--- src/rtl/slfr_pkg.sv ---
package slfr_pkg;

  localparam int ByteW   = 8;
  localparam int LenW    = 16;
  localparam int KindW   = 2;
  localparam int CfgIdxW = 2;
  localparam int CfgDatW = 16;
  localparam int InDataW = 8;
  localparam int OutDataW = 40;

  // Fixed number of timestamp bytes that follow an echo request
  localparam logic [LenW-1:0] ECHO_BYTES = 16'd8;

  // Result kinds
  typedef enum logic [KindW-1:0] {
    KIND_HEADER  = 2'd0,
    KIND_PAYLOAD = 2'd1,
    KIND_ECHO    = 2'd2
  } kind_t;

  // Register indexes
  localparam logic [CfgIdxW-1:0] REG_SYNC_WORD   = 2'd0;
  localparam logic [CfgIdxW-1:0] REG_ECHO_DEVICE = 2'd1;
  localparam logic [CfgIdxW-1:0] REG_ECHO_PARAM  = 2'd2;

  typedef struct packed {
    logic [LenW-1:0]  sync_word;
    logic [ByteW-1:0] echo_device_code;
    logic [ByteW-1:0] echo_param_code;
  } cfg_t;

endpackage

--- src/rtl/sync_length_frame_receiver.sv ---
// Sync-word, length-prefixed frame receiver.
// Path: a byte is accepted into the input register, then its result is loaded
// into the result register. Throughput: one byte per cycle unless the output
// stalls; the frame state update is a single pass.
// Reset: synchronous, active high; clears registers, frame state and both stages,
// and restarts the sync hunt.
module sync_length_frame_receiver (
  input  logic                           clk,
  input  logic                           rst,
  // Configuration write channel
  input  logic                           cfg_valid,
  output logic                           cfg_ready,
  input  logic [slfr_pkg::CfgIdxW-1:0]   cfg_index,
  input  logic [slfr_pkg::CfgDatW-1:0]   cfg_data,
  // Received bytes
  input  logic                           s_tvalid,
  output logic                           s_tready,
  input  logic [slfr_pkg::InDataW-1:0]   s_tdata,   // [7:0] rx_byte
  // Frame results
  output logic                           m_tvalid,
  input  logic                           m_tready,
  output logic [slfr_pkg::OutDataW-1:0]  m_tdata,   // [7:0] device, [15:8] param,
                                                    // [31:16] length, [39:32] data_byte
  output logic                           m_tlast,
  output logic [slfr_pkg::KindW-1:0]     m_tuser    // [1:0] kind
);
  import slfr_pkg::*;

  cfg_t cfg;

  slfr_cfg u_cfg (
    .clk       (clk),
    .rst       (rst),
    .cfg_valid (cfg_valid),
    .cfg_ready (cfg_ready),
    .cfg_index (cfg_index),
    .cfg_data  (cfg_data),
    .cfg       (cfg)
  );

  slfr_parse u_parse (
    .clk      (clk),
    .rst      (rst),
    .cfg      (cfg),
    .s_tvalid (s_tvalid),
    .s_tready (s_tready),
    .s_tdata  (s_tdata),
    .m_tvalid (m_tvalid),
    .m_tready (m_tready),
    .m_tdata  (m_tdata),
    .m_tlast  (m_tlast),
    .m_tuser  (m_tuser)
  );

endmodule

--- src/rtl/slfr_cfg.sv ---
module slfr_cfg (
  input  logic                          clk,
  input  logic                          rst,
  input  logic                          cfg_valid,
  output logic                          cfg_ready,
  input  logic [slfr_pkg::CfgIdxW-1:0]  cfg_index,
  input  logic [slfr_pkg::CfgDatW-1:0]  cfg_data,
  output slfr_pkg::cfg_t                cfg
);
  import slfr_pkg::*;

  cfg_t regs;

  assign cfg_ready = 1'b1;
  assign cfg       = regs;

  // Decode the register index and write on each accepted beat
  always_ff @(posedge clk) begin
    if (rst) begin
      regs <= '0;
    end else if (cfg_valid && cfg_ready) begin
      unique case (cfg_index)
        REG_SYNC_WORD:   regs.sync_word        <= cfg_data;
        REG_ECHO_DEVICE: regs.echo_device_code <= cfg_data[ByteW-1:0];
        REG_ECHO_PARAM:  regs.echo_param_code  <= cfg_data[ByteW-1:0];
        default: ;
      endcase
    end
  end

endmodule

--- src/rtl/slfr_parse.sv ---
module slfr_parse (
  input  logic                           clk,
  input  logic                           rst,
  input  slfr_pkg::cfg_t                 cfg,
  input  logic                           s_tvalid,
  output logic                           s_tready,
  input  logic [slfr_pkg::ByteW-1:0]     s_tdata,
  output logic                           m_tvalid,
  input  logic                           m_tready,
  output logic [slfr_pkg::OutDataW-1:0]  m_tdata,
  output logic                           m_tlast,
  output logic [slfr_pkg::KindW-1:0]     m_tuser
);
  import slfr_pkg::*;

  typedef enum logic [7:0] {
    ST_SYNC_FIRST = 8'b0000_0001,
    ST_SYNC_SLIDE = 8'b0000_0010,
    ST_DEVICE     = 8'b0000_0100,
    ST_PARAM      = 8'b0000_1000,
    ST_LEN_HIGH   = 8'b0001_0000,
    ST_LEN_LOW    = 8'b0010_0000,
    ST_PAYLOAD    = 8'b0100_0000,
    ST_ECHO       = 8'b1000_0000
  } state_t;

  // Input register
  logic             in_valid;
  logic [ByteW-1:0] in_byte;

  // Frame state
  state_t           state, state_next;
  logic [ByteW-1:0] prev, prev_next;
  logic [ByteW-1:0] dev, dev_next;
  logic [ByteW-1:0] par, par_next;
  logic [LenW-1:0]  len, len_next;
  logic [LenW-1:0]  rem, rem_next;
  logic [LenW-1:0]  rem_dec;

  // Result of the byte in the input register
  logic             res_valid;
  kind_t            res_kind;
  logic [ByteW-1:0] res_data;
  logic             res_last;

  // Result register
  logic             out_valid;
  kind_t            out_kind;
  logic [ByteW-1:0] out_dev;
  logic [ByteW-1:0] out_par;
  logic [LenW-1:0]  out_len;
  logic [ByteW-1:0] out_data;
  logic             out_last;

  logic out_free;
  logic fire;

  assign out_free = !out_valid || m_tready;
  assign fire     = in_valid && out_free;
  assign s_tready = !in_valid || out_free;

  // Capture the incoming beat
  always_ff @(posedge clk) begin
    if (rst) begin
      in_valid <= 1'b0;
    end else if (s_tready) begin
      in_valid <= s_tvalid;
    end
  end

  always_ff @(posedge clk) begin
    if (s_tvalid && s_tready) begin
      in_byte <= s_tdata;
    end
  end

  assign rem_dec = (rem != '0) ? rem - 1'b1 : rem;

  // Advance the frame state for the held byte
  always_comb begin
    state_next = state;
    prev_next  = prev;
    dev_next   = dev;
    par_next   = par;
    len_next   = len;
    rem_next   = rem;
    res_valid  = 1'b0;
    res_kind   = KIND_HEADER;
    res_data   = '0;
    res_last   = 1'b0;
    unique case (state) inside
      ST_SYNC_FIRST: begin
        prev_next  = in_byte;
        state_next = ST_SYNC_SLIDE;
      end
      ST_SYNC_SLIDE: begin
        if ({prev, in_byte} == cfg.sync_word) begin
          state_next = ST_DEVICE;
        end
        prev_next = in_byte;
      end
      ST_DEVICE: begin
        dev_next   = in_byte;
        state_next = ST_PARAM;
      end
      ST_PARAM: begin
        par_next   = in_byte;
        state_next = ST_LEN_HIGH;
      end
      ST_LEN_HIGH: begin
        len_next   = {in_byte, {ByteW{1'b0}}};
        state_next = ST_LEN_LOW;
      end
      ST_LEN_LOW: begin
        len_next = {len[LenW-1:ByteW], in_byte};
        if (dev == cfg.echo_device_code && par == cfg.echo_param_code) begin
          rem_next   = ECHO_BYTES;
          state_next = ST_ECHO;
        end else if (len_next == '0) begin
          rem_next   = '0;
          state_next = ST_SYNC_FIRST;
          res_valid  = 1'b1;
          res_last   = 1'b1;
        end else begin
          rem_next   = len_next;
          state_next = ST_PAYLOAD;
          res_valid  = 1'b1;
        end
      end
      ST_PAYLOAD, ST_ECHO: begin
        rem_next  = rem_dec;
        res_valid = 1'b1;
        res_kind  = (state == ST_PAYLOAD) ? KIND_PAYLOAD : KIND_ECHO;
        res_data  = in_byte;
        res_last  = (rem_dec == '0);
        if (res_last) begin
          state_next = ST_SYNC_FIRST;
        end
      end
      default: begin
        state_next = ST_SYNC_FIRST;
      end
    endcase
  end

  always_ff @(posedge clk) begin
    if (rst) begin
      state <= ST_SYNC_FIRST;
      prev  <= '0;
      dev   <= '0;
      par   <= '0;
      len   <= '0;
      rem   <= '0;
    end else if (fire) begin
      state <= state_next;
      prev  <= prev_next;
      dev   <= dev_next;
      par   <= par_next;
      len   <= len_next;
      rem   <= rem_next;
    end
  end

  // Load the result register, drop it once taken
  always_ff @(posedge clk) begin
    if (rst) begin
      out_valid <= 1'b0;
    end else if (out_free) begin
      out_valid <= fire && res_valid;
    end
  end

  always_ff @(posedge clk) begin
    if (fire && res_valid) begin
      out_kind <= res_kind;
      out_dev  <= dev_next;
      out_par  <= par_next;
      out_len  <= len_next;
      out_data <= res_data;
      out_last <= res_last;
    end
  end

  assign m_tvalid = out_valid;
  assign m_tdata  = {out_data, out_len, out_par, out_dev};
  assign m_tlast  = out_last;
  assign m_tuser  = out_kind;

  // A payload or echo run always has bytes left to count
  a_rem_nonzero: assert property (@(posedge clk) disable iff (rst)
    (state == ST_PAYLOAD || state == ST_ECHO) |-> rem != '0)
    else $error("payload or echo phase with no bytes remaining");

  // An echo request loads exactly eight timestamp bytes
  a_echo_load: assert property (@(posedge clk) disable iff (rst)
    (fire && state == ST_LEN_LOW && dev == cfg.echo_device_code
      && par == cfg.echo_param_code)
    |=> (state == ST_ECHO && rem == ECHO_BYTES && !(out_valid && $changed(out_kind)
         && out_kind == KIND_HEADER)))
    else $error("echo request did not enter echo phase");

  // A header result ends the frame exactly when the length is zero
  a_header_last: assert property (@(posedge clk) disable iff (rst)
    (out_valid && out_kind == KIND_HEADER) |-> (out_last == (out_len == '0)))
    else $error("header last flag disagrees with length");

  // Only defined kinds are presented
  a_kind_valid: assert property (@(posedge clk) disable iff (rst)
    out_valid |-> (out_kind == KIND_HEADER || out_kind == KIND_PAYLOAD
                   || out_kind == KIND_ECHO))
    else $error("undefined result kind");

endmodule
--- config.mk ---
export PLATFORM = sky130hd
export DESIGN_NAME = sync_length_frame_receiver
export DESIGN_NICKNAME = d
export VERILOG_FILES = /design/src/rtl/slfr_pkg.sv /design/src/rtl/sync_length_frame_receiver.sv /design/src/rtl/slfr_cfg.sv /design/src/rtl/slfr_parse.sv
export SDC_FILE = /design/constraint.sdc
export NUM_CORES = 1
export LEC_CHECK = 0
export BUFFER_PORTS_ARGS = -buffer_cell sky130_fd_sc_hd__buf_2
export CORE_ASPECT_RATIO = 1.5
export CORE_MARGIN = 10
export CORE_UTILIZATION = 55
export CTS_CLUSTER_DIAMETER = 80
export DETAILED_ROUTE_END_ITERATION = 10
export PLACE_DENSITY = 0.76
export SYNTH_ARGS = -nofsm -noshare
export SYNTH_HDL_FRONTEND = slang
export SYNTH_SLANG_ARGS = --single-unit
--- constraint.sdc ---
create_clock -name clk -period 6.1 [get_ports clk]
set_input_delay 0.61 -clock clk [delete_from_list [all_inputs] [get_ports clk]]
set_output_delay 0.61 -clock clk [all_outputs]
set_load 0.03 [all_outputs]
==> impl_metrics.json, run 1 <==
{
  "status": "complete, no violations",
  "drive_above_1_share": 0.201,
  "grt_pass1_wl_um": 28700,
  "place.gp.congestion": 0.922,
  "fin_util": 0.649,
  "drt-met1-wl_um": 6930,
  "dieArea_um2": 17200,
  "cp_top_family": "simple AND/OR/NAND/NOR gates",
  "fin_worst_skew_ps": 7.64,
  "ir_drop_uv": 251,
  "die_width_um": 110,
  "power_mw": 2.21,
  "synth_top_cell_by_area": "dfxtp_1",
  "cts.path.max_buffers": 2,
  "regToRegSetupSlack_ps": 3000,
  "drtPass1Iterations": 5,
  "timing.fmax_mhz": 323,
  "synth_edf_count": 51,
  "stdcell_area_um2": 7800,
  "period_minus_slack_ps": 3100,
  "finalSetupViolCount": 0,
  "synthToLayoutAreaGrowth_pct": 15.5,
  "syn_inst": 680,
  "finalSetupTns_ps": 0,
  "diodes": 0,
  "yosysUniqueCellTypes": 58,
  "synth.area.top_cells": "dfxtp_1 29%, edfxtp_1 23%, mux2i_1 7.4%, xnor2_1 4.5%, nor2_1 4.5%",
  "grt_use_total": 0.206,
  "ys_seq_elements": 149,
  "nNetsFinal": 769,
  "first_global_vias": 5491,
  "start_util": 0.562,
  "synth.top_cell.area_share": 0.291,
  "cts_buffers": 17,
  "required_ps": 6450,
  "holdCritPathClass": "in -> reg",
  "post-dp-hpwl_um": 12600,
  "worstRegToRegCells": 9,
  "crit_chain": "inv_1, ha_1, nor3b_1, nand2_1, o41ai_1, o311ai_0, or4_1, a211o_1, a21oi_2",
  "ys_async_sr_fraction": 0,
  "ant_nets": 0,
  "via_count": 5383,
  "arrival_ps": 3450,
  "synthFlopType": "dfxtp_1",
  "pin_count": 77,
  "wl_um": 18000,
  "finalHoldViolCount": 0,
  "htree_num_levels": 4,
  "grt-ovfl-total": 0,
  "synth_area_um2": 6750,
  "dr.max_layer_used": "met4",
  "critPathMaxStageDelay_ps": 650,
  "worstPathMaxFanout": 8,
  "yosysSeqAreaShare": 0.518,
  "viasPerCell": 5.96,
  "cts.sinks": 149,
  "wl_met2_um": 9460,
  "p_leak_nw": 3.10,
  "cp_slowest_cell": "or4_1",
  "dr.first_iter.drc_count": 337,
  "cap_viol_max_count": 0,
  "slew_viol_final": 0,
  "portBuffers": 75,
  "period_share": 0.508,
  "avgSynthCellArea_um2": 9.92,
  "worst_slew_margin_rel": 0.277,
  "cts_tree": "yes",
  "antenna_found_initial": 0,
  "dr_wl_met3_um": 779,
  "wl_per_cell_um": 20.0,
  "synth_nets": 712,
  "die_h_um": 156,
  "cts_resized": 0,
  "whs_path_depth": 1,
  "power.density_nw_per_um2": 284,
  "clk_latency_ps": 430,
  "postCtsSetupBuffers": 0,
  "clk_pin_slew_worst_paths_ps": 70,
  "dpl_cell_area_um2": 7220,
  "grt_max_degree": 61,
  "worst-setup-path-type": "reg -> reg",
  "coreArea_um2": 12000,
  "remaining_drc_errors": 0,
  "cp-start-kind": "register",
  "end_kind": "register",
  "worst-path-buf-inv": 1,
  "rows": 49,
  "cts-root-buf": "clkbuf_16",
  "rsz0062_at_grt": "false",
  "hold_buffers": 0,
  "tightestPinTransition_ps": 1080,
  "cp.depth": 9,
  "ys_warn_count": 0
}
-- final timing paths --
path             startpoint                 end
max          u_parse.rem[0]    u_parse.state[1]
min              s_tdata[0]  u_parse.in_byte[0]
max reg2reg  u_parse.rem[0]    u_parse.state[1]
min reg2reg  u_parse.len[6]      u_parse.len[6]
-- stage by stage --
stage	hold WS, ps	instances	setup slack (ps)
2_1_floorplan	436	680	2000
3_3_place_gp	442	871	3160
3_5_place_dp	450	871	3040
4_1_cts	350	903	3020
5_1_grt	343	903	2740
6_report	358	903	3000
-- synth_stat cells (3+ instances only) --
master,number
buf_1,3
edfxtp_1,51
a22o_1,9
nor3_1,17
nand3b_1,5
dfxtp_1,98
nor3b_1,5
xnor2_1,35
o31ai_1,3
nor4_1,9
a21oi_1,45
mux2i_1,50
nand4_1,13
nand2b_1,8
nor2b_1,4
and2_1,11
a31oi_1,4
clkbuf_1,39
or4_1,3
mux2_2,24
inv_1,8
nand2_1,68
nand3_1,7
or2_2,4
a221oi_1,7
o21ai_0,20
nor2_1,81
a211oi_1,6
-- power breakdown --
group / internal [mW] / switching, mW
Clock: 0.565 / 0.463
Sequential: 1.04 / 0.0238
Combinational: 0.0475 / 0.0742
Total: 1.65 / 0.561
-- registers in the layout, indices dropped and copies added (netlist names), 16 cells and up --
signal and flops:
u_cfg.cfg 32, u_parse.len 16, u_parse.out_len 16, u_parse.rem 16
-- routing by layer --
| metal | GRT usage | up-vias |
|---|---|---|
| met4 | 0.127 | 0 |
| met5 | 0 | - |
| met2 | 0.365 | 191 |
| met1 | 0.218 | 2586 |
| li1 | - | 2540 |
| met3 | 0.0435 | 66 |
-- final cells by class --
type / count / area [um2]
fillers: 986 / 4220
clock inverters: 14 / 129
flip-flops and latches: 149 / 3490
clock buffers: 18 / 450
inverters: 8 / 30.0
multi-input cells: 478 / 3070
repair buffers: 83 / 435
well taps: 153 / 191
-- placed cells by master (no fill, tap or decap), types with 4 or more instances in the layout --
master     instances
nor3_1            17
nand2_1           68
nor2_1            81
mux2_2            24
a31oi_1            4
inv_6              4
nand3b_1           5
o21ai_0           20
a221oi_1           7
nand4_1           13
clkbuf_16         18
inv_1              8
xnor2_1           35
buf_4              8
nand3_1            7
or2_2              4
mux2i_1           50
a21oi_1           44
nor2b_1            4
nor4_1             9
buf_2             75
nand2b_1           8
a22o_1             9
and2_1            11
nor3b_1            4
dfxtp_1           98
a211oi_1           6
inv_8              6
edfxtp_1          51
-- logic make-up after synthesis --
| kind of cell | count (synthesis) | share of synthesized area |
|---|---|---|
| fa+ha+maj | 1 | 0.00185 |
| simple gates | 249 | 0.179 |
| xor+xnor | 37 | 0.0480 |
| mux | 74 | 0.114 |
| compound gates | 116 | 0.109 |
| other cells | 1 | 0.000556 |
| buf+inv | 53 | 0.0304 |
| flops | 149 | 0.518 |
No activity file was read; power rests on OpenSTA's default activity.
==> inputs of run 2 (changes only) <==
- ABC_AREA: unset -> 1
- clock period: 6.1 -> 3.1 ns (I/O delays scaled with it)
==> run 2 against run 1 <==
Total power grew 120%; first-iteration DRC count grew 61%; largest power group unchanged; clock-buffer cell count is the same; die area grew 2.4%; sequential share of layout area shrank 1.4 points.
==> impl_metrics.json, run 2 <==
{
  "synth_top_cell_by_area": "dfxtp_1",
  "p_leak_nw": 3.73,
  "cts-root-buf": "clkbuf_16",
  "synth_area_um2": 6940,
  "period_share": 0.787,
  "cap_viol_max_count": 0,
  "synth.top_cell.area_share": 0.283,
  "clk_latency_ps": 420,
  "ys_seq_elements": 149,
  "p_int_mw": 3.56,
  "viasPerCell": 5.37,
  "fin_util": 0.646,
  "seqCellArea_um2": 3490,
  "status": "complete, no violations",
  "drtPass1Iterations": 5,
  "clk_pin_slew_worst_paths_ps": 60,
  "cp-start-kind": "register",
  "ys_warn_count": 0,
  "grt-ovfl-total": 0,
  "wl_um": 18000,
  "first_global_vias": 5804,
  "layout_common_cells": "136 x inv_1, 128 x nand2_1, 116 x o21ai_0",
  "avgSynthCellArea_um2": 7.97,
  "worst-path-buf-inv": 3,
  "drive_above_1_share": 0.153,
  "cts.path.max_buffers": 2,
  "timing.fmax_mhz": 410,
  "final_common_cell": "inv_1",
  "fin_worst_skew_ps": 9.24,
  "yosysUniqueCellTypes": 39,
  "hold_buffers": 0,
  "power.density_nw_per_um2": 600,
  "swShare": 0.262,
  "arrival_ps": 2810,
  "cts_resized": 0,
  "rows": 50,
  "synth.area.top_cells": "dfxtp_1 28%, edfxtp_1 22%, o21ai_0 8.4%, inv_1 7.4%, nand2_1 7.0%",
  "synth_edf_count": 51,
  "layout.cells.non_filler": 1113,
  "cts.sinks": 149,
  "place.gp.congestion": 0.907,
  "required_ps": 3470,
  "rsz0062_at_grt": "false",
  "cp_slowest_cell": "dfxtp_1",
  "cpMostUsedCell": "nand2_1",
  "pwr-share-seq": 0.451,
  "cts_tree": "yes",
  "fin_ws_ps": 660,
  "grt_use_total": 0.203,
  "dr.first_iter.drc_count": 542,
  "synth_common_cells": "136 x inv_1, 129 x nand2_1, 116 x o21ai_0",
  "diodes": 0,
  "synthToLayoutAreaGrowth_pct": 15.9,
  "pin_count": 77,
  "synthFlopType": "dfxtp_1",
  "syn_inst": 871,
  "period_minus_slack_ps": 2440,
  "yosysSeqAreaShare": 0.503,
  "combPwrFrac": 0.113,
  "worstPathMaxFanout": 18,
  "end_kind": "register",
  "dieArea_um2": 17600,
  "largest_reg_flops": 32,
  "via_count": 5977,
  "finalHoldViolCount": 0,
  "placedCellCount": 1081,
  "n_fill_cell": 1044,
  "finalSetupTns_ps": 0,
  "p_sw_mw": 1.26,
  "wl_per_cell_um": 16.2,
  "ir_drop_uv": 507,
  "start_util": 0.557,
  "worst_slew_margin_rel": 0.415,
  "htree_num_levels": 4,
  "die_h_um": 158,
  "slew_viol_final": 0,
  "p_clk_frac": 0.437,
  "synthMostInstantiatedCell": "inv_1",
  "synth_nets": 903,
  "worst-setup-path-type": "reg -> reg",
  "coreArea_um2": 12400,
  "postCtsSetupBuffers": 0,
  "tightestPinTransition_ps": 871,
  "remaining_drc_errors": 0,
  "post-dp-hpwl_um": 12900,
  "multi_input_area_um2": 2770,
  "ys_async_sr_fraction": 0,
  "ant_nets": 0,
  "grt_pass1_wl_um": 28700,
  "cts_buffers": 17,
  "holdCritPathClass": "in -> reg",
  "crit_chain": "nor2_1, nand2_2, inv_1, nand4_1, nand2_1, inv_2, nand2_1, nor2_1, nand2_1, o211ai_1, nand2_1, inv_1",
  "portBuffers": 75,
  "critPathMaxStageDelay_ps": 400,
  "grt_max_degree": 67,
  "finalSetupViolCount": 0,
  "antenna_found_initial": 0,
  "dpl_worst_slack_ps": 689,
  "nNetsFinal": 976,
  "cp_top_family": "simple AND/OR/NAND/NOR gates",
  "die_width_um": 112
}
-- run 2: path summary, 6_finish.rpt --
path,to,from,cells past startpoint,slack (ps)
setup / recovery,u_parse.rem[8],u_parse.state[3],12,660
hold / removal,u_parse.in_byte[0],s_tdata[0],1,60
setup reg to reg,u_parse.rem[8],u_parse.state[3],12,660
hold reg to reg,u_cfg.cfg[15],u_cfg.cfg[15],2,460
-- run 2: layout make-up --
class,count,share of cell area
Sequential cell,149,0.434
Multi-Input combinational cell,550,0.344
Inverter,140,0.0653
Timing Repair Buffer,86,0.0569
Clock buffer,18,0.0534
Tap cell,156,0.0243
Clock inverter,14,0.0218
-- run 2: metal layers --
layer	global-route usage	vias up	routed length, um
met1	0.210	2768	6980
met3	0.0439	45	930
met2	0.371	186	9330
met4	0.112	0	739
li1	-	2978	-
met5	0	-	0
-- run 2: per-stage QoR --
stage	power, mW	cell area (um2)	hold slack [ps]
finish	4.83	8040	64.9
global route	5.00	8040	48.9
CTS	4.84	8040	53.0
detailed placement	2.75	7440	454
global placement	2.74	7440	447
floorplan	2.60	6940	409
-- run 2: cells by family (layout without fill, tap and decap cells) --
family	Yosys count	after routing	synth area share
AO/OA/AOI/OAI	215	215	0.160
other	1	1	0.000540
adder cells (fa/ha/maj)	1	1	0.00180
XOR/XNOR	27	27	0.0341
flip-flops	149	149	0.503
buffers and inverters	172	258	0.0983
AND/OR/NAND/NOR	306	306	0.202
-- run 2: power groups by stage --
stage	logic (mW)	clock network (mW)	registers, mW
global placement	0.525	0	2.21
global route	0.613	2.21	2.18
detailed placement	0.534	0	2.21
finish	0.545	2.11	2.17
floorplan	0.405	0	2.19
CTS	0.540	2.13	2.17
-- run 2: worst register-to-register path: stages, from the launching register on --
cell	delay, ps
dfxtp_1	400
nor2_1	100
nand2_2	120
inv_1	70
nand4_1	100
nand2_1	280
inv_2	350
nand2_1	260
nor2_1	390
nand2_1	110
o211ai_1	100
nand2_1	70
inv_1	50
==> inputs of run 3 (changes only) <==
- clock period: 3.1 -> 2.5 ns (I/O delays scaled with it)
==> run 3 against run 2 <==
Worst setup slack worse by 320 ps; sequential cell count unchanged; via count rose by 1.9%; cell count rose by 1.5%; sequential share of layout area down 0.98 points; worst hold slack worse by 52 ps; die area unchanged; register-to-register slack lost 320 ps; final area is 2.3% higher; critical path type unchanged; largest power group is now clock.
==> impl_metrics.json, run 3 (synthesis results as in run 2) <==
{
  "remaining_drc_errors": 0,
  "antenna_found_initial": 0,
  "drtPass1Iterations": 5,
  "holdCritPathClass": "in -> reg",
  "dr.first_iter.drc_count": 465,
  "regToRegSetupSlack_ps": 340,
  "status": "complete, no violations",
  "combPwrFrac": 0.116,
  "final_common_cell": "inv_1",
  "worstHoldStart": "s_tdata[7]",
  "end_kind": "register",
  "period_minus_slack_ps": 2160,
  "nNetsFinal": 993,
  "placedCellCount": 1091,
  "grt_pass1_wl_um": 29500,
  "post-dp-hpwl_um": 13200,
  "arrival_ps": 2510,
  "slew_viol_final": 0,
  "period_share": 0.865,
  "via_count": 6089,
  "diodes": 0,
  "clk_pin_slew_worst_paths_ps": 60,
  "ant_nets": 0,
  "clk_latency_ps": 430,
  "cts.sinks": 149,
  "pin_count": 77,
  "rsz0062_at_grt": "false",
  "portBuffers": 75,
  "swShare": 0.257,
  "viasPerCell": 5.39,
  "htree_num_levels": 4,
  "reg2reg_to": "u_parse.prev[1]",
  "cts-root-buf": "clkbuf_16",
  "finalHoldViolCount": 0,
  "worstRegToRegCells": 7,
  "fin_worst_skew_ps": 9.11,
  "cts_tree": "yes",
  "grt-ovfl-total": 0,
  "layout_common_cells": "135 x inv_1, 128 x nand2_1, 116 x o21ai_0",
  "wl_um": 18500,
  "cts_buffers": 17,
  "cts.path.max_buffers": 2,
  "finalSetupViolCount": 0,
  "cp-start-kind": "register",
  "required_ps": 2850,
  "worst-setup-path-type": "reg -> reg",
  "min_to": "u_parse.in_byte[7]",
  "finalSetupTns_ps": 0,
  "grt_use_total": 0.209,
  "worstPathMaxFanout": 16,
  "layout.cells.non_filler": 1130,
  "die_width_um": 112,
  "place.gp.congestion": 0.939,
  "largest_reg_flops": 32,
  "timing.fmax_mhz": 462,
  "wl_per_cell_um": 16.4,
  "cap_viol_max_count": 0,
  "pwr-share-seq": 0.440,
  "worst_slew_margin_rel": 0.617,
  "p_int_mw": 4.54,
  "drive_above_1_share": 0.160,
  "dieArea_um2": 17600,
  "tightestPinTransition_ps": 573,
  "power.density_nw_per_um2": 743,
  "n_fill_cell": 1059,
  "coreArea_um2": 12400,
  "ir_drop_uv": 598,
  "rows": 50,
  "dpl_cell_area_um2": 7530,
  "first_global_vias": 5858,
  "start_util": 0.557,
  "r2r_start": "u_parse.state[4]",
  "grt_max_degree": 49,
  "p_clk_frac": 0.445,
  "whs_path_depth": 1,
  "stdcell_area_um2": 8230,
  "p_leak_nw": 3.83,
  "p_sw_mw": 1.57,
  "synthToLayoutAreaGrowth_pct": 18.6,
  "cts_resized": 0,
  "die_h_um": 158
}
## run 3: per-layer routing
metal,up-vias,GRT usage,wire length (um)
met1,2822,0.213,7070
met5,-,0,0
li1,3023,-,-
met2,197,0.393,9830
met3,47,0.0390,809
met4,0,0.115,809
## run 3: power groups by stage
stage	sequential, mW	clock [mW]	combinational (mW)
6_report	2.69	2.72	0.707
5_1_grt	2.70	2.84	0.797
4_1_cts	2.69	2.74	0.704
3_5_place_dp	2.74	0	0.686
3_3_place_gp	2.74	0	0.675
2_1_floorplan	2.72	0	0.502
## run 3: how the worst max path moves through the flow
stage | start | slack (ps) | cells past startpoint | to
after CTS | u_parse.rem[0] | 370 | 14 | u_parse.state[4]
after floorplan | u_parse.state[2] | 130 | 10 | u_parse.m_tlast
after global placement | u_parse.state[2] | 460 | 11 | u_parse.rem[11]
after global routing | u_parse.state[4] | 70 | 7 | u_parse.prev[1]
final | u_parse.state[4] | 340 | 7 | u_parse.prev[1]
after detailed placement | u_parse.state[2] | 400 | 11 | u_parse.rem[11]
## run 3: area by class of cell
class                   instances  area [um2]  share of cell area
flip-flops and latches        149        3490               0.425
multi-input cells             550        2770               0.336
repair buffers                103         616              0.0748
inverters                     140         529              0.0643
clock buffers                  19         433              0.0526
clock inverters                13         195              0.0237
well taps                     156         195              0.0237
## run 3: worst max-delay path, cell delays in order, from the launching register on
cell and delay [ps]:
dfxtp_1 340, nor2_1 190, nand3_1 270, nor4_2 320
nor2_1 130, nor2_2 470, o21ai_0 190, a21oi_1 180
## run 3: timing repair
action                                 CTS  global route
setup buffers                            0             0
endpoints found under the hold margin    6             1
hold buffers                             6             1
## run 3: per-stage QoR
| step | hold slack [ps] | util | power [mW] | setup WS, ps |
|---|---|---|---|---|
| detailed placement | 429 | 0.605 | 3.42 | 403 |
| floorplan | 349 | - | 3.22 | 127 |
| global route | 9.37 | 0.661 | 6.33 | 69.9 |
| global placement | 428 | 0.605 | 3.41 | 456 |
| CTS | 3.23 | 0.660 | 6.13 | 367 |
| finish | 12.5 | 0.661 | 6.12 | 337 |
